==> src/mqtr_pkg.sv <==
`default_nettype none
// ----------------------------------------------------------------------------
// mqtr_pkg - shared types and constants of the matrix quarter-turn rotator
// Sizes, status codes, register indexes and the control struct that runs
// from the frame sequencer to the top level.
// ----------------------------------------------------------------------------
package mqtr_pkg;

  localparam int unsigned MAX_ROWS     = 256;
  localparam int unsigned MAX_COLS     = 256;
  localparam int unsigned ELEMENT_BITS = 32;

  localparam int unsigned STORE_DEPTH = MAX_ROWS * MAX_COLS;
  localparam int unsigned ADDR_W      = $clog2(STORE_DEPTH);
  localparam int unsigned CNT_W       = $clog2(STORE_DEPTH + 1);
  localparam int unsigned DIM_W       = 9;
  localparam int unsigned IDX_W       = 8;
  localparam int unsigned CFG_IDX_W   = 2;
  localparam int unsigned CFG_DATA_W  = 9;

  typedef enum logic [1:0] {
    ST_DELIVERED = 2'd0,
    ST_STORED    = 2'd1,
    ST_TOO_EARLY = 2'd2,
    ST_OVERFLOW  = 2'd3
  } status_e;

  typedef enum logic {
    OP_LOAD  = 1'b0,
    OP_FETCH = 1'b1
  } op_e;

  typedef enum logic [1:0] {
    CFG_NUM_ROWS      = 2'd0,
    CFG_NUM_COLS      = 2'd1,
    CFG_QUARTER_TURNS = 2'd2,
    CFG_TURN_LEFT     = 2'd3
  } cfg_reg_e;

  typedef enum logic [1:0] {
    TURN_0   = 2'd0,
    TURN_90  = 2'd1,
    TURN_180 = 2'd2,
    TURN_270 = 2'd3
  } turn_e;

  // effective geometry after clamping and direction folding
  typedef struct packed {
    logic [DIM_W-1:0] rows;
    logic [DIM_W-1:0] cols;
    logic [DIM_W-1:0] orows;
    logic [DIM_W-1:0] ocols;
    turn_e            turn;
  } geom_t;

  // per-beat decision of the sequencer
  typedef struct packed {
    logic              we;
    logic              re;
    logic [ADDR_W-1:0] addr;
    status_e           status;
    logic              row_end;
    logic              frame_end;
  } ctl_t;

endpackage : mqtr_pkg
`default_nettype wire

==> src/mqtr_seq.sv <==
`default_nettype none
// ----------------------------------------------------------------------------
// mqtr_seq - load counter, output position and store addressing
// Decides status and marks of each beat and steps the frame counters.
// ----------------------------------------------------------------------------
module mqtr_seq (
  input  wire logic            clk_i,
  input  wire logic            rst_ni,
  input  wire logic            accept_i,
  input  wire mqtr_pkg::op_e   op_i,
  input  wire mqtr_pkg::geom_t geom_i,
  output mqtr_pkg::ctl_t       ctl_o
);
  import mqtr_pkg::*;

  logic [CNT_W-1:0]  load_cnt_q, load_cnt_d;
  logic [IDX_W-1:0]  row_idx_q, row_idx_d;
  logic [IDX_W-1:0]  col_idx_q, col_idx_d;

  logic [CNT_W-1:0]  total;
  logic              complete;
  logic [IDX_W-1:0]  r, c, sr, sc;
  logic [CNT_W-1:0]  prod;
  logic [ADDR_W-1:0] fetch_addr;
  logic              col_last, row_last;

  assign total    = CNT_W'(geom_i.rows) * CNT_W'(geom_i.cols);
  assign complete = (load_cnt_q >= total);

  // clip a stale position to the last row or column
  assign r = ({1'b0, row_idx_q} < geom_i.orows) ? row_idx_q : IDX_W'(geom_i.orows - 1'b1);
  assign c = ({1'b0, col_idx_q} < geom_i.ocols) ? col_idx_q : IDX_W'(geom_i.ocols - 1'b1);

  always_comb begin
    unique case (geom_i.turn)
      TURN_0: begin
        sr = r;
        sc = c;
      end
      TURN_90: begin
        sr = IDX_W'(geom_i.rows - DIM_W'(1) - {1'b0, c});
        sc = r;
      end
      TURN_180: begin
        sr = IDX_W'(geom_i.rows - DIM_W'(1) - {1'b0, r});
        sc = IDX_W'(geom_i.cols - DIM_W'(1) - {1'b0, c});
      end
      TURN_270: begin
        sr = c;
        sc = IDX_W'(geom_i.cols - DIM_W'(1) - {1'b0, r});
      end
    endcase
  end

  assign prod       = CNT_W'(sr) * CNT_W'(geom_i.cols);
  assign fetch_addr = ADDR_W'(prod + CNT_W'(sc));
  assign col_last   = (({1'b0, c} + DIM_W'(1)) >= geom_i.ocols);
  assign row_last   = (({1'b0, r} + DIM_W'(1)) >= geom_i.orows);

  always_comb begin
    ctl_o      = '0;
    load_cnt_d = load_cnt_q;
    row_idx_d  = row_idx_q;
    col_idx_d  = col_idx_q;
    ctl_o.status = ST_STORED;
    if (accept_i) begin
      if (op_i == OP_LOAD) begin
        if (complete) begin
          ctl_o.status = ST_OVERFLOW;
        end else begin
          ctl_o.status = ST_STORED;
          ctl_o.we     = 1'b1;
          ctl_o.addr   = ADDR_W'(load_cnt_q);
          load_cnt_d   = load_cnt_q + CNT_W'(1);
        end
      end else if (!complete) begin
        ctl_o.status = ST_TOO_EARLY;
      end else begin
        ctl_o.status = ST_DELIVERED;
        ctl_o.re     = 1'b1;
        ctl_o.addr   = fetch_addr;
        if (col_last) begin
          ctl_o.row_end = 1'b1;
          if (row_last) begin
            ctl_o.frame_end = 1'b1;
            load_cnt_d      = '0;
            row_idx_d       = '0;
            col_idx_d       = '0;
          end else begin
            row_idx_d = r + IDX_W'(1);
            col_idx_d = '0;
          end
        end else begin
          row_idx_d = r;
          col_idx_d = c + IDX_W'(1);
        end
      end
    end
  end

  always_ff @(posedge clk_i or negedge rst_ni) begin
    if (!rst_ni) begin
      load_cnt_q <= '0;
      row_idx_q  <= '0;
      col_idx_q  <= '0;
    end else begin
      load_cnt_q <= load_cnt_d;
      row_idx_q  <= row_idx_d;
      col_idx_q  <= col_idx_d;
    end
  end

  a_cnt_bound: assert property (@(posedge clk_i) disable iff (!rst_ni)
    load_cnt_q <= CNT_W'(STORE_DEPTH))
    else $error("load count beyond store depth");

  a_frame_restart: assert property (@(posedge clk_i) disable iff (!rst_ni)
    ctl_o.frame_end |=> (load_cnt_q == '0) && (row_idx_q == '0) && (col_idx_q == '0))
    else $error("frame end did not return to loading");

  a_one_port_op: assert property (@(posedge clk_i) disable iff (!rst_ni)
    !(ctl_o.we && ctl_o.re))
    else $error("store read and write in one beat");

  a_early_no_step: assert property (@(posedge clk_i) disable iff (!rst_ni)
    accept_i && (ctl_o.status == ST_TOO_EARLY) |=> $stable(load_cnt_q))
    else $error("early fetch changed the load count");

endmodule : mqtr_seq
`default_nettype wire

==> config.mk <==
export PLATFORM = sky130hd
export DESIGN_NAME = mqtr_seq
export DESIGN_NICKNAME = d
export VERILOG_FILES = /design/src/mqtr_pkg.sv /design/src/mqtr_seq.sv
export SDC_FILE = /design/constraint.sdc
export NUM_CORES = 1
export LEC_CHECK = 0
export BUFFER_PORTS_ARGS = -buffer_cell sky130_fd_sc_hd__buf_4
export CAP_MARGIN = 20
export CORE_ASPECT_RATIO = 0.9
export CORE_UTILIZATION = 45
export DETAILED_ROUTE_END_ITERATION = 8
export PLACE_DENSITY = 0.73
export SYNTH_ARGS = -nofsm -noshare
export SYNTH_HDL_FRONTEND = slang
export SYNTH_SLANG_ARGS = --single-unit
==> constraint.sdc <==
create_clock -name clk_i -period 20.7 [get_ports clk_i]
set_clock_uncertainty 0.1 [all_clocks]
set_input_delay 4.14 -clock clk_i [delete_from_list [all_inputs] [get_ports clk_i]]
set_output_delay 4.14 -clock clk_i [all_outputs]
set_load 0.03 [all_outputs]
=== Word level (Yosys, flattened, before mapping) ===
Cells that the tools add are included.

* Add/sub/neg operators: 14
* Multiply operators: 2
* Magnitude comparators: 5
* Equality and inequality tests: 7
* Muxes and demuxes: 25
* Reduce and logical (&&, ||, !) cells: 3

{| class="wikitable"
|+ Operators with widths
! kind !! count
|-
| $mux 17 || 6
|-
| $pmux 8 s4 || 2
|-
| $mux 8 || 5
|-
| $sub 8x1->8 const B || 4
|-
| $sub 8x8->8 || 4
|-
| $mux 22 || 1
|-
| $add 8x1->9 const B || 2
|-
| $ge 9x9->1 || 2
|-
| $lt 8x9->1 || 2
|-
| $mux 18 || 1
|-
| $add 17x1->17 const B || 1
|-
| $ge 17x17->1 || 1
|-
| $mul 9x9->17 || 1
|-
| $add 16x8->16 || 1
|-
| $add 8x1->8 const B || 2
|-
| $mul 8x9->16 || 1
|-
| $mux 16 || 1
|-
| $mux 2 || 5
|-
| $ne 2x1->1 const B || 3
|-
| $reduce_and 5->1 || 1
|-
| $eq 2x2->1 const B || 2
|-
| $mux 1 || 4
|-
| $reduce_and 3->1 || 1
|-
| $eq 2x1->1 const B || 1
|-
| other kinds (2) || 2
|}

* Flip-flop bits (word level): 33
* Output and inout port bits: 22

=== Depth between registers and ports, before layout ===
Gate-level depths: netlist of run 1.

* Depth in word-level cells: 9
* Mapped depth: 38
* Gate-level depth less buffers: 38

=== Worst setup path after synthesis of run 1 ===
Ideal clock, no wire load.

* Kind: input to output
* Start point: input port geom_i[3] (netlist name)
* End point: output port ctl_o[16] (netlist name)
* Data arrival time: 11.512 ns
* Required time: 16.460 ns
* Slack: 4.948 ns
* Cell stages on the path: 34
* Path buffers: 0
* Path through: inv_1 > ha_1 > or4_1 > a21oi_1 > o31ai_2 > nand2_4 > nand2_1 > o21a_1 > a21oi_1 > ha_1 > inv_1 > fa_1 > a21o_1 > a21o_1 > a21o_1 > a21oi_1 > xnor2_1 > a21oi_1 > o21ai_1 > nand2_1 > fa_1 > fa_1 > inv_1 > fa_1 > inv_1 > fa_1 > inv_1 > ha_1 > a21oi_1 > o21bai_1 > a41o_1 > nor2_1 > xor2_1 > o21ai_0

{| class="wikitable"
|+ RTL lines
! item !! line !! source
|-
| from (decl) || mqtr_seq.sv:11 || <nowiki>input wire mqtr_pkg::geom_t geom_i,</nowiki>
|-
| to (decl) || mqtr_seq.sv:12 || <nowiki>output mqtr_pkg::ctl_t ctl_o</nowiki>
|}

==> metrics.txt, run 1 <==
outcome finished clean; Clock Sinks 33; CTS HTree Levels 2; fin cells 1,588; Sw Share 53.7%; DRC 0; VDD IR max 0.000101 V; CP startpoint geom_i[13]; maximum root-to-sink buffer count 2; CTS buffer count 5; Arr. time, crit path 12.51 ns; WP data required 16.46 ns; Final min period 16.75 ns; Layout fillers 2,098; Port Buffer Count 63; postcts setup bufs 0; Area after DPL 0.0107 mm2; Pins Over Slew Limit 0; most area-consuming cells after synthesis fa_1, ha_1, dfrtp_1, inv_1, nand2_1; RR Endpoint load_cnt_q[13]; Synthesis Warnings 0; Post-synth ARST share 100%; Flop pwr share 8.0%; Initial Util 46.1%; Clock power frac 7.5%; clock-pin slew on the worst setup and hold paths 0.06 ns; cell family with most CP delay adder cells; antenna diode count 0; Final Wtd Congestion 0.924; Die X 159 um; pwr dens 104 mW/mm2; crit share post-route 80.9%; global-route wire length before repair 43,900 um; critical path's slowest cell fa_1; # hold bufs at CTS 0; worst relative slew slack 24.1%; CP peak stage delay 0.58 ns; synthesized area per cell 7.87 um2; hold_ws 0.396 ns; Comb pwr share 84.5%; Finished Cell Area 0.0108 mm2; Int Power 0.520 mW; startpoint of the worst register-to-register path row_idx_q[4]; Syn Nets 1,564; RSZ-0062 raised after global routing no; most common cell in the netlist inv_1; gr ovfl total 0; Synth Instances 1,273; stages on the worst setup path 36; Vias/cell 5.59; static leakage 5.57 nW; crit start category input pin; via count 8,881; Synth area leader fa_1; clk root buf clkbuf_16; number of synthesized flops with an enable pin 0; post-synth top area share 20.0%; Layout Nets 1,587; maximum fanout along the worst path 9; Site Rows 51; share of layout cells above drive strength 1 7.56%; area growth from synthesis to layout 8.09%; post-CTS sizing 0; Syn Std Cell Area 0.0100 mm2; path category of the worst min-delay check reg2reg; First-pass DRT Iterations 7; placed cells 1,580; largest net degree at the start of global routing 34; HP Start load_cnt_q[16]; vias in the first global route 8,818; Main synth FF type dfrtp_1; final setup fails 0; DR WL/cell 16.7 um; die area 0.0229 mm2; DR iter-0 viols 643; CP endpoint kind output pin; GRT Util Overall 23.8%; Final HPWL DP 21,400 um; crit path to ctl_o[19]; R2R depth 18; initial antenna violation count 0; total negative setup slack 0 ns; reg-to-reg slack, setup 14.92 ns; #FFs+latches synth 33; Clk Latency, worst-skew pair 0.29 ns; Chip Height 144 um; CP Buf/Inv Count 6; max frequency 59.7 MHz; max_cap viols 0; most frequent cells after synthesis inv_1, ha_1, nand2_1; core region area 0.0218 mm2; critical path type in2out; post-synth cell types 72; detailed-route wire length 26,600 um; Switching Power 0.602 mW; CTS tree built; I/O pins 64; Slew @ Worst Pin 1.14 ns; post-route ant nets 0; sequential area share after synthesis 8.24%; Hold Violations, Final 0
cell families after synthesis:
family | after synthesis | share of synthesized area [%]
xor+xnor | 76 | 6.64
compound gates | 228 | 14.9
mux | 15 | 1.61
flops | 33 | 8.24
buf+inv | 251 | 9.62
simple gates | 421 | 20.4
fa+ha+maj | 249 | 38.6
layout by cell type, fill, tap and decap left out, drive strengths merged, types with 11 or more instances in the layout:
cell / synthesis / final
inv: 199 / 199
ha: 149 / 149
nand2: 145 / 145
fa: 100 / 100
nor2: 90 / 90
buf: 3 / 67
and2: 67 / 67
o21ai: 58 / 58
a21oi: 56 / 56
xnor2: 52 / 52
dfrtp: 33 / 33
xor2: 24 / 24
nand3: 24 / 24
nor3: 22 / 22
a21o: 20 / 20
nand2b: 14 / 14
a22oi: 14 / 14
nand4: 12 / 12
o31ai: 11 / 11
registers in the layout, indices dropped and copies added (netlist names):
signal and cells:
col_idx_q 8, row_idx_q 8, load_cnt_q 17
per-stage QoR:
stage               power, mW  util, %  worst slack (ns)
floorplan               0.800        -              4.95
global placement        0.995     49.1              4.32
detailed placement       1.02     49.1              4.12
CTS                      1.11     49.8              4.06
global route             1.25     49.8              3.32
finish                   1.12     49.8              3.95
per-layer routing:
metal	vias to the layer above	wire (um)	global-route usage (%)
met1	4275	12400	33.3
met4	0	494	5.82
met2	305	11900	38.2
met5	-	0	0
met3	40	1810	3.75
li1	4261	-	-
cell type report:
class / instances / area [um2] / area share (%)
clock inverter: 1 / 5.00 / 0.0462
sequential: 33 / 826 / 7.62
timing repair buffer: 67 / 503 / 4.64
clock buffer: 7 / 153 / 1.41
multi-input combinational: 989 / 8230 / 76.0
tap: 291 / 364 / 3.36
inverter: 200 / 751 / 6.93
power by group through the flow:
stage               sequential [mW]  combinational, mW  clock (mW)
floorplan                    0.0835              0.717           0
CTS                          0.0888              0.940      0.0839
finish                       0.0892              0.948      0.0842
global placement             0.0900              0.905           0
global route                 0.0902               1.07      0.0868
detailed placement           0.0898              0.926           0
worst min-delay path by stage:
| stage | to | depth (start not counted) | slack [ns] |
|---|---|---|---|
| floorplan | load_cnt_q[16] | 1 | 0.35 |
| global placement | load_cnt_q[16] | 1 | 0.39 |
| detailed placement | load_cnt_q[16] | 1 | 0.38 |
| CTS | load_cnt_q[16] | 1 | 0.39 |
| global route | load_cnt_q[16] | 1 | 0.43 |
| finish | load_cnt_q[16] | 1 | 0.40 |
No activity file was read; power rests on OpenSTA's default activity.
==> run 2, diff against run 1 <==
--- a/config.mk
+++ b/config.mk
@@ -5,6 +5,7 @@
 export SDC_FILE = /design/constraint.sdc
 export NUM_CORES = 1
 export LEC_CHECK = 0
+export ABC_AREA = 1
 export BUFFER_PORTS_ARGS = -buffer_cell sky130_fd_sc_hd__buf_4
 export CAP_MARGIN = 20
 export CORE_ASPECT_RATIO = 0.9
==> constraint.sdc (replaced) <==
create_clock -name clk_i -period 17.1 [get_ports clk_i]
set_clock_uncertainty 0.1 [all_clocks]
set_input_delay 3.42 -clock clk_i [delete_from_list [all_inputs] [get_ports clk_i]]
set_output_delay 3.42 -clock clk_i [all_outputs]
set_load 0.03 [all_outputs]
==> metrics.txt, run 2 <==
most common cell in the netlist inv_1; Hold Violations, Final 0 (unchanged); Syn Std Cell Area 0.0102 mm2 (+1.8%); Syn Nets 1,765 (+13%); Layout Nets 1,794 (+13%); CP endpoint kind output pin; crit share post-route 86.3%; Synth area leader fa_1; Clock Sinks 33 (unchanged); RSZ-0062 raised after global routing no; post-synth top area share 19.6% (-0.36 points); worst relative slew slack 30.3% (+6.2 points); antenna diode count 0 (unchanged); Flop pwr share 5.6% (-2.4 points); Final min period 14.76 ns; most frequent cells in the layout inv_1, nand2_1, ha_1; DR iter-0 viols 694 (+7.9%); crit start category input pin; # hold bufs at CTS 0 (unchanged); hold path cells 2 (+1); post-layout util 50.2% (+0.44 points); detailed-route wire length 26,800 um (+0.91%); DRC 0 (unchanged); largest net degree at the start of global routing 34 (unchanged); Port Buffer Count 63 (unchanged); total negative setup slack 0 ns (unchanged); number of synthesized flops with an enable pin 0 (unchanged); Post-synth ARST share 100% (unchanged); Int Power 0.888 mW (+71%); vias in the first global route 9,161 (+3.9%); CTS HTree Levels 2 (unchanged); post-route ant nets 0 (unchanged); VDD IR max 0.000219 V (+120%); hold_ws 0.426 ns (+0.0302 ns); GRT Util Overall 24.2% (+0.45 points); max_cap viols 0 (unchanged); Synth Instances 1,474 (+16%); maximum fanout along the worst path 15 (+6); Main synth FF type dfrtp_1; Slew @ Worst Pin 1.03 ns (-0.104 ns); WP data required 13.58 ns (-2.88 ns); #FFs+latches synth 33 (unchanged); Switching Power 1.27 mW (+110%); most frequent cells after synthesis inv_1, nand2_1, ha_1; final setup fails 0 (unchanged); Clock power frac 4.3% (-3.2 points); Final HPWL DP 22,400 um (+4.7%); area growth from synthesis to layout 8.02% (about the same); Synthesis Warnings 0 (unchanged); CTS buffer count 5 (unchanged); pwr dens 196 mW/mm2 (+89%); postcts setup bufs 0 (unchanged); commonest non-fill, non-tap cell in the layout inv_1; post-CTS sizing 0 (unchanged); clock-pin slew on the worst setup and hold paths 0.05 ns (about the same); critical path type in2out; most area-consuming cells after synthesis fa_1, ha_1, inv_1, nand2_1, dfrtp_1; Arr. time, crit path 11.24 ns (-1.27 ns); initial antenna violation count 0 (unchanged); critical path's slowest cell fa_1; via count 9,509 (+7.1%); Biggest register load_cnt_q; path category of the worst min-delay check reg2reg; I/O pins 64 (unchanged); post-synth cell types 49 (-32%); static leakage 6.20 nW (+11%); sequential area share after synthesis 8.09% (-0.15 points); CTS tree built; max frequency 67.8 MHz; DR WL/cell 14.9 um (-11%); Layout fillers 2,213 (+5.5%); Pins Over Slew Limit 0 (unchanged); Die X 161 um (+0.91%); die area 0.0233 mm2 (+1.8%); Clk Latency, worst-skew pair 0.30 ns (about the same); CP peak stage delay 0.54 ns (-0.04 ns); global-route wire length before repair 45,100 um (+2.7%); share of layout cells above drive strength 1 6.91% (-0.64 points); First-pass DRT Iterations 5 (-2); gr ovfl total 0 (unchanged); synthesized area per cell 6.93 um2 (-12%); core region area 0.0220 mm2 (+0.88%); outcome finished clean; Sw Share 58.8% (+5.2 points); Chip Height 145 um (+0.91%); R2R depth 26 (+8); Site Rows 51 (unchanged); CP dominant cell by count inv_1; Comb pwr share 90.1% (+5.6 points); clk root buf clkbuf_16; biggest regs load_cnt_q: 17 flops, col_idx_q: 8 flops, row_idx_q: 8 flops; Initial Util 46.5% (+0.44 points); maximum root-to-sink buffer count 2 (unchanged); max reg flops 17 (unchanged); Vias/cell 5.30 (-5.3%); overall power 2.16 mW (+92%); Final Wtd Congestion 0.937 (+1.4%)
run 2: layout make-up:
| class | instances | area (um2) | share of cell area, % |
|---|---|---|---|
| clock buffers | 6 | 129 | 1.17 |
| clock inverters | 2 | 10.0 | 0.0908 |
| inverters | 334 | 1250 | 11.4 |
| multi-input cells | 1065 | 7960 | 72.2 |
| flip-flops and latches | 33 | 826 | 7.49 |
| well taps | 291 | 364 | 3.30 |
| repair buffers | 64 | 480 | 4.36 |
run 2: metal layers:
metal	GRT usage (%)	share of wire (%)
met1	34.2	47
met3	4.27	8.1
met2	38.2	43
met5	0	0
met4	6.01	1.9
run 2: critical path: cells and delay by family:
kind	cells	cell delay, ns
adder cells (fa/ha/maj)	8	3.23
AND/OR/NAND/NOR	17	1.80
AO/OA/AOI/OAI	10	1.62
buffers and inverters	14	1.14
run 2: logic make-up after synthesis:
family	count (synthesis)	synth area share, %
xor+xnor	61	5.23
compound gates	205	12.0
simple gates	550	22.9
fa+ha+maj	249	37.9
buf+inv	376	13.9
flops	33	8.09
run 2: per-stage QoR:
stage	cells	setup slack [ns]	instance area [um2]
after floorplan	1474	3.46	10200
after global placement	1787	2.60	10900
after detailed placement	1787	2.43	10900
after CTS	1795	2.40	11000
after global routing	1795	1.57	11000
final	1795	2.34	11000
run 2: final timing paths:
check | from | end | slack [ns]
worst min register to register | col_idx_q[3] | col_idx_q[3] | 0.43
max in group asynchronous | rst_ni | row_idx_q[0] | 13.57
min in group asynchronous | rst_ni | load_cnt_q[7] | 2.97
worst max-delay path | geom_i[5] | ctl_o[19] | 2.34
worst max register to register | row_idx_q[6] | load_cnt_q[16] | 11.91
worst min-delay path | col_idx_q[3] | col_idx_q[3] | 0.43
run 2: power by group through the flow:
stage | clock (mW) | sequential [mW] | combinational (mW)
global route | 0.0969 | 0.122 | 2.27
finish | 0.0930 | 0.120 | 1.94
detailed placement | 0 | 0.121 | 1.91
floorplan | 0 | 0.113 | 1.48
CTS | 0.0943 | 0.119 | 1.94
global placement | 0 | 0.120 | 1.90
==> run 3, diff against run 2 <==
--- a/config.mk
+++ b/config.mk
@@ -6,12 +6,12 @@
 export NUM_CORES = 1
 export LEC_CHECK = 0
 export ABC_AREA = 1
-export BUFFER_PORTS_ARGS = -buffer_cell sky130_fd_sc_hd__buf_4
 export CAP_MARGIN = 20
 export CORE_ASPECT_RATIO = 0.9
 export CORE_UTILIZATION = 45
 export DETAILED_ROUTE_END_ITERATION = 8
-export PLACE_DENSITY = 0.73
+export DONT_BUFFER_PORTS = 1
+export PLACE_DENSITY = 0.71
 export SYNTH_ARGS = -nofsm -noshare
 export SYNTH_HDL_FRONTEND = slang
 export SYNTH_SLANG_ARGS = --single-unit
==> metrics.txt, run 3 (synthesized netlist as in run 2, its figures left out) <==
critical path type in2out; post-CTS sizing 0 (unchanged); hold path cells 2 (unchanged); RR Endpoint load_cnt_q[6]; fin cells 1,732 (-3.5%); Slew @ Worst Pin 1.02 ns (-0.0160 ns); Area after DPL 0.0104 mm2 (-4.3%); Finished Cell Area 0.0106 mm2 (-4.3%); via count 9,283 (-2.4%); critical path's slowest cell fa_1; die area 0.0233 mm2 (unchanged); Int Power 0.873 mW (-1.7%); reg-to-reg slack, setup 11.85 ns (-0.06 ns); clk root buf clkbuf_16; crit start category input pin; # hold bufs at CTS 0 (unchanged); pwr dens 202 mW/mm2 (+3.1%); post-layout util 48.1% (-2.2 points); maximum root-to-sink buffer count 2 (unchanged); biggest regs load_cnt_q: 17 flops, col_idx_q: 8 flops, row_idx_q: 8 flops; most frequent cells in the layout inv_1, nand2_1, ha_1; Comb pwr share 90.1% (about the same); CP endpoint kind output pin; initial antenna violation count 0 (unchanged); Sw Share 59.0% (+0.17 points); WP data required 13.58 ns (about the same); Die X 161 um (unchanged); vias in the first global route 8,829 (-3.6%); postcts setup bufs 0 (unchanged); GRT Util Overall 23.9% (-0.30 points); I/O pins 64 (unchanged); Initial Util 46.5% (unchanged); static leakage 5.88 nW (-5.1%); startpoint of the worst register-to-register path row_idx_q[4]; Clk Latency, worst-skew pair 0.30 ns (about the same); Layout Nets 1,731 (-3.5%); Final min period 14.64 ns (-0.124 ns); clock-pin slew on the worst setup and hold paths 0.06 ns (about the same); DR WL/cell 15.5 um (+3.6%); area growth from synthesis to layout 3.38%; Hold Violations, Final 0 (unchanged); max reg flops 17 (unchanged); Layout fillers 2,216 (+0.14%); maximum fanout along the worst path 15 (unchanged); CTS tree built; outcome finished clean; Register Area 826 um2 (unchanged); Clock Sinks 33 (unchanged); CP startpoint geom_i[5]; overall power 2.13 mW (-1.3%); CP dominant cell by count inv_1; Final HPWL DP 22,400 um (-0.17%); path category of the worst min-delay check reg2reg; Final WS setup 2.46 ns (+0.124 ns); Clock power frac 4.3% (about the same); Worst Hold Path EP col_idx_q[3]; Port Buffer Count 0 (-100%); global-route wire length before repair 44,100 um (-2.2%); Pins Over Slew Limit 0 (unchanged); core region area 0.0220 mm2 (unchanged); Place WS 2.55 ns (+0.122 ns); multi-input logic area 0.00796 mm2 (unchanged); largest net degree at the start of global routing 34 (unchanged); CTS buffer count 5 (unchanged); detailed-route wire length 26,800 um (about the same); Flop pwr share 5.6% (about the same); Vias/cell 5.36 (+1.2%); Arr. time, crit path 11.12 ns (-0.12 ns); VDD IR max 0.000313 V (+42%); R2R depth 27 (+3.8%); HP Start col_idx_q[3]; grt met2 use 37.6% (-0.62 points); gr ovfl total 0 (unchanged); DRC 0 (unchanged); worst relative slew slack 31.7% (+1.4 points); CP peak stage delay 0.57 ns (+0.03 ns); antenna diode count 0 (unchanged); Final Wtd Congestion 0.997 (+6.4%); First-pass DRT Iterations 5 (unchanged); RSZ-0062 raised after global routing no; commonest non-fill, non-tap cell in the layout inv_1; total negative setup slack 0 ns (unchanged); CTS HTree Levels 2 (unchanged); Site Rows 51 (unchanged); Chip Height 145 um (unchanged); Switching Power 1.26 mW (-1.0%); share of layout cells above drive strength 1 2.85% (-4.1 points); Biggest register load_cnt_q; placed cells 1,724 (-3.5%); crit share post-route 85.6% (-0.72 points); max_cap viols 0 (unchanged); met1 GRT Util 33.3% (-0.98 points); max frequency 68.3 MHz (+0.84%); hold_ws 0.435 ns (+0.00931 ns); post-route ant nets 0 (unchanged); GRT Max-Usage Layer met2; DR iter-0 viols 764 (+10%); GRT met3 Usage 4.73% (+0.46 points); final setup fails 0 (unchanged)
-- run 3: critical path, delay by kind of cell --
family                   cells  cell delay (ns)
adder cells (fa/ha/maj)      8             3.28
buffers and inverters       12             1.08
AND/OR/NAND/NOR             17             1.57
AO/OA/AOI/OAI               10             1.76
-- run 3: worst max-delay path by stage --
stage                      endpoint  slack, ns  cells past startpoint
after floorplan           ctl_o[18]       3.46                     45
final                     ctl_o[19]       2.46                     47
after global placement    ctl_o[19]       2.76                     47
after detailed placement  ctl_o[19]       2.55                     46
after global routing      ctl_o[19]       1.63                     44
after CTS                 ctl_o[19]       2.52                     46
-- run 3: power groups by stage --
| stage | Sequential (mW) | Combinational (mW) | Clock [mW] |
|---|---|---|---|
| after CTS | 0.120 | 1.90 | 0.0933 |
| after detailed placement | 0.121 | 1.87 | 0 |
| after floorplan | 0.113 | 1.48 | 0 |
| final | 0.120 | 1.92 | 0.0911 |
| after global placement | 0.121 | 1.85 | 0 |
| after global routing | 0.123 | 2.22 | 0.0956 |
-- run 3: area by class of cell --
cell class,instances,area share (%)
clock buffers,6,1.22
inverters,334,11.9
multi-input cells,1065,75.5
repair buffers,1,0.0711
clock inverters,2,0.0948
flip-flops and latches,33,7.82
well taps,291,3.45
-- run 3: layer usage --
layer / wire length [um] / vias up
met2: 11500 / 325
met4: 559 / 0
met1: 12600 / 4356
li1: - / 4561
met5: 0 / -
met3: 2100 / 41
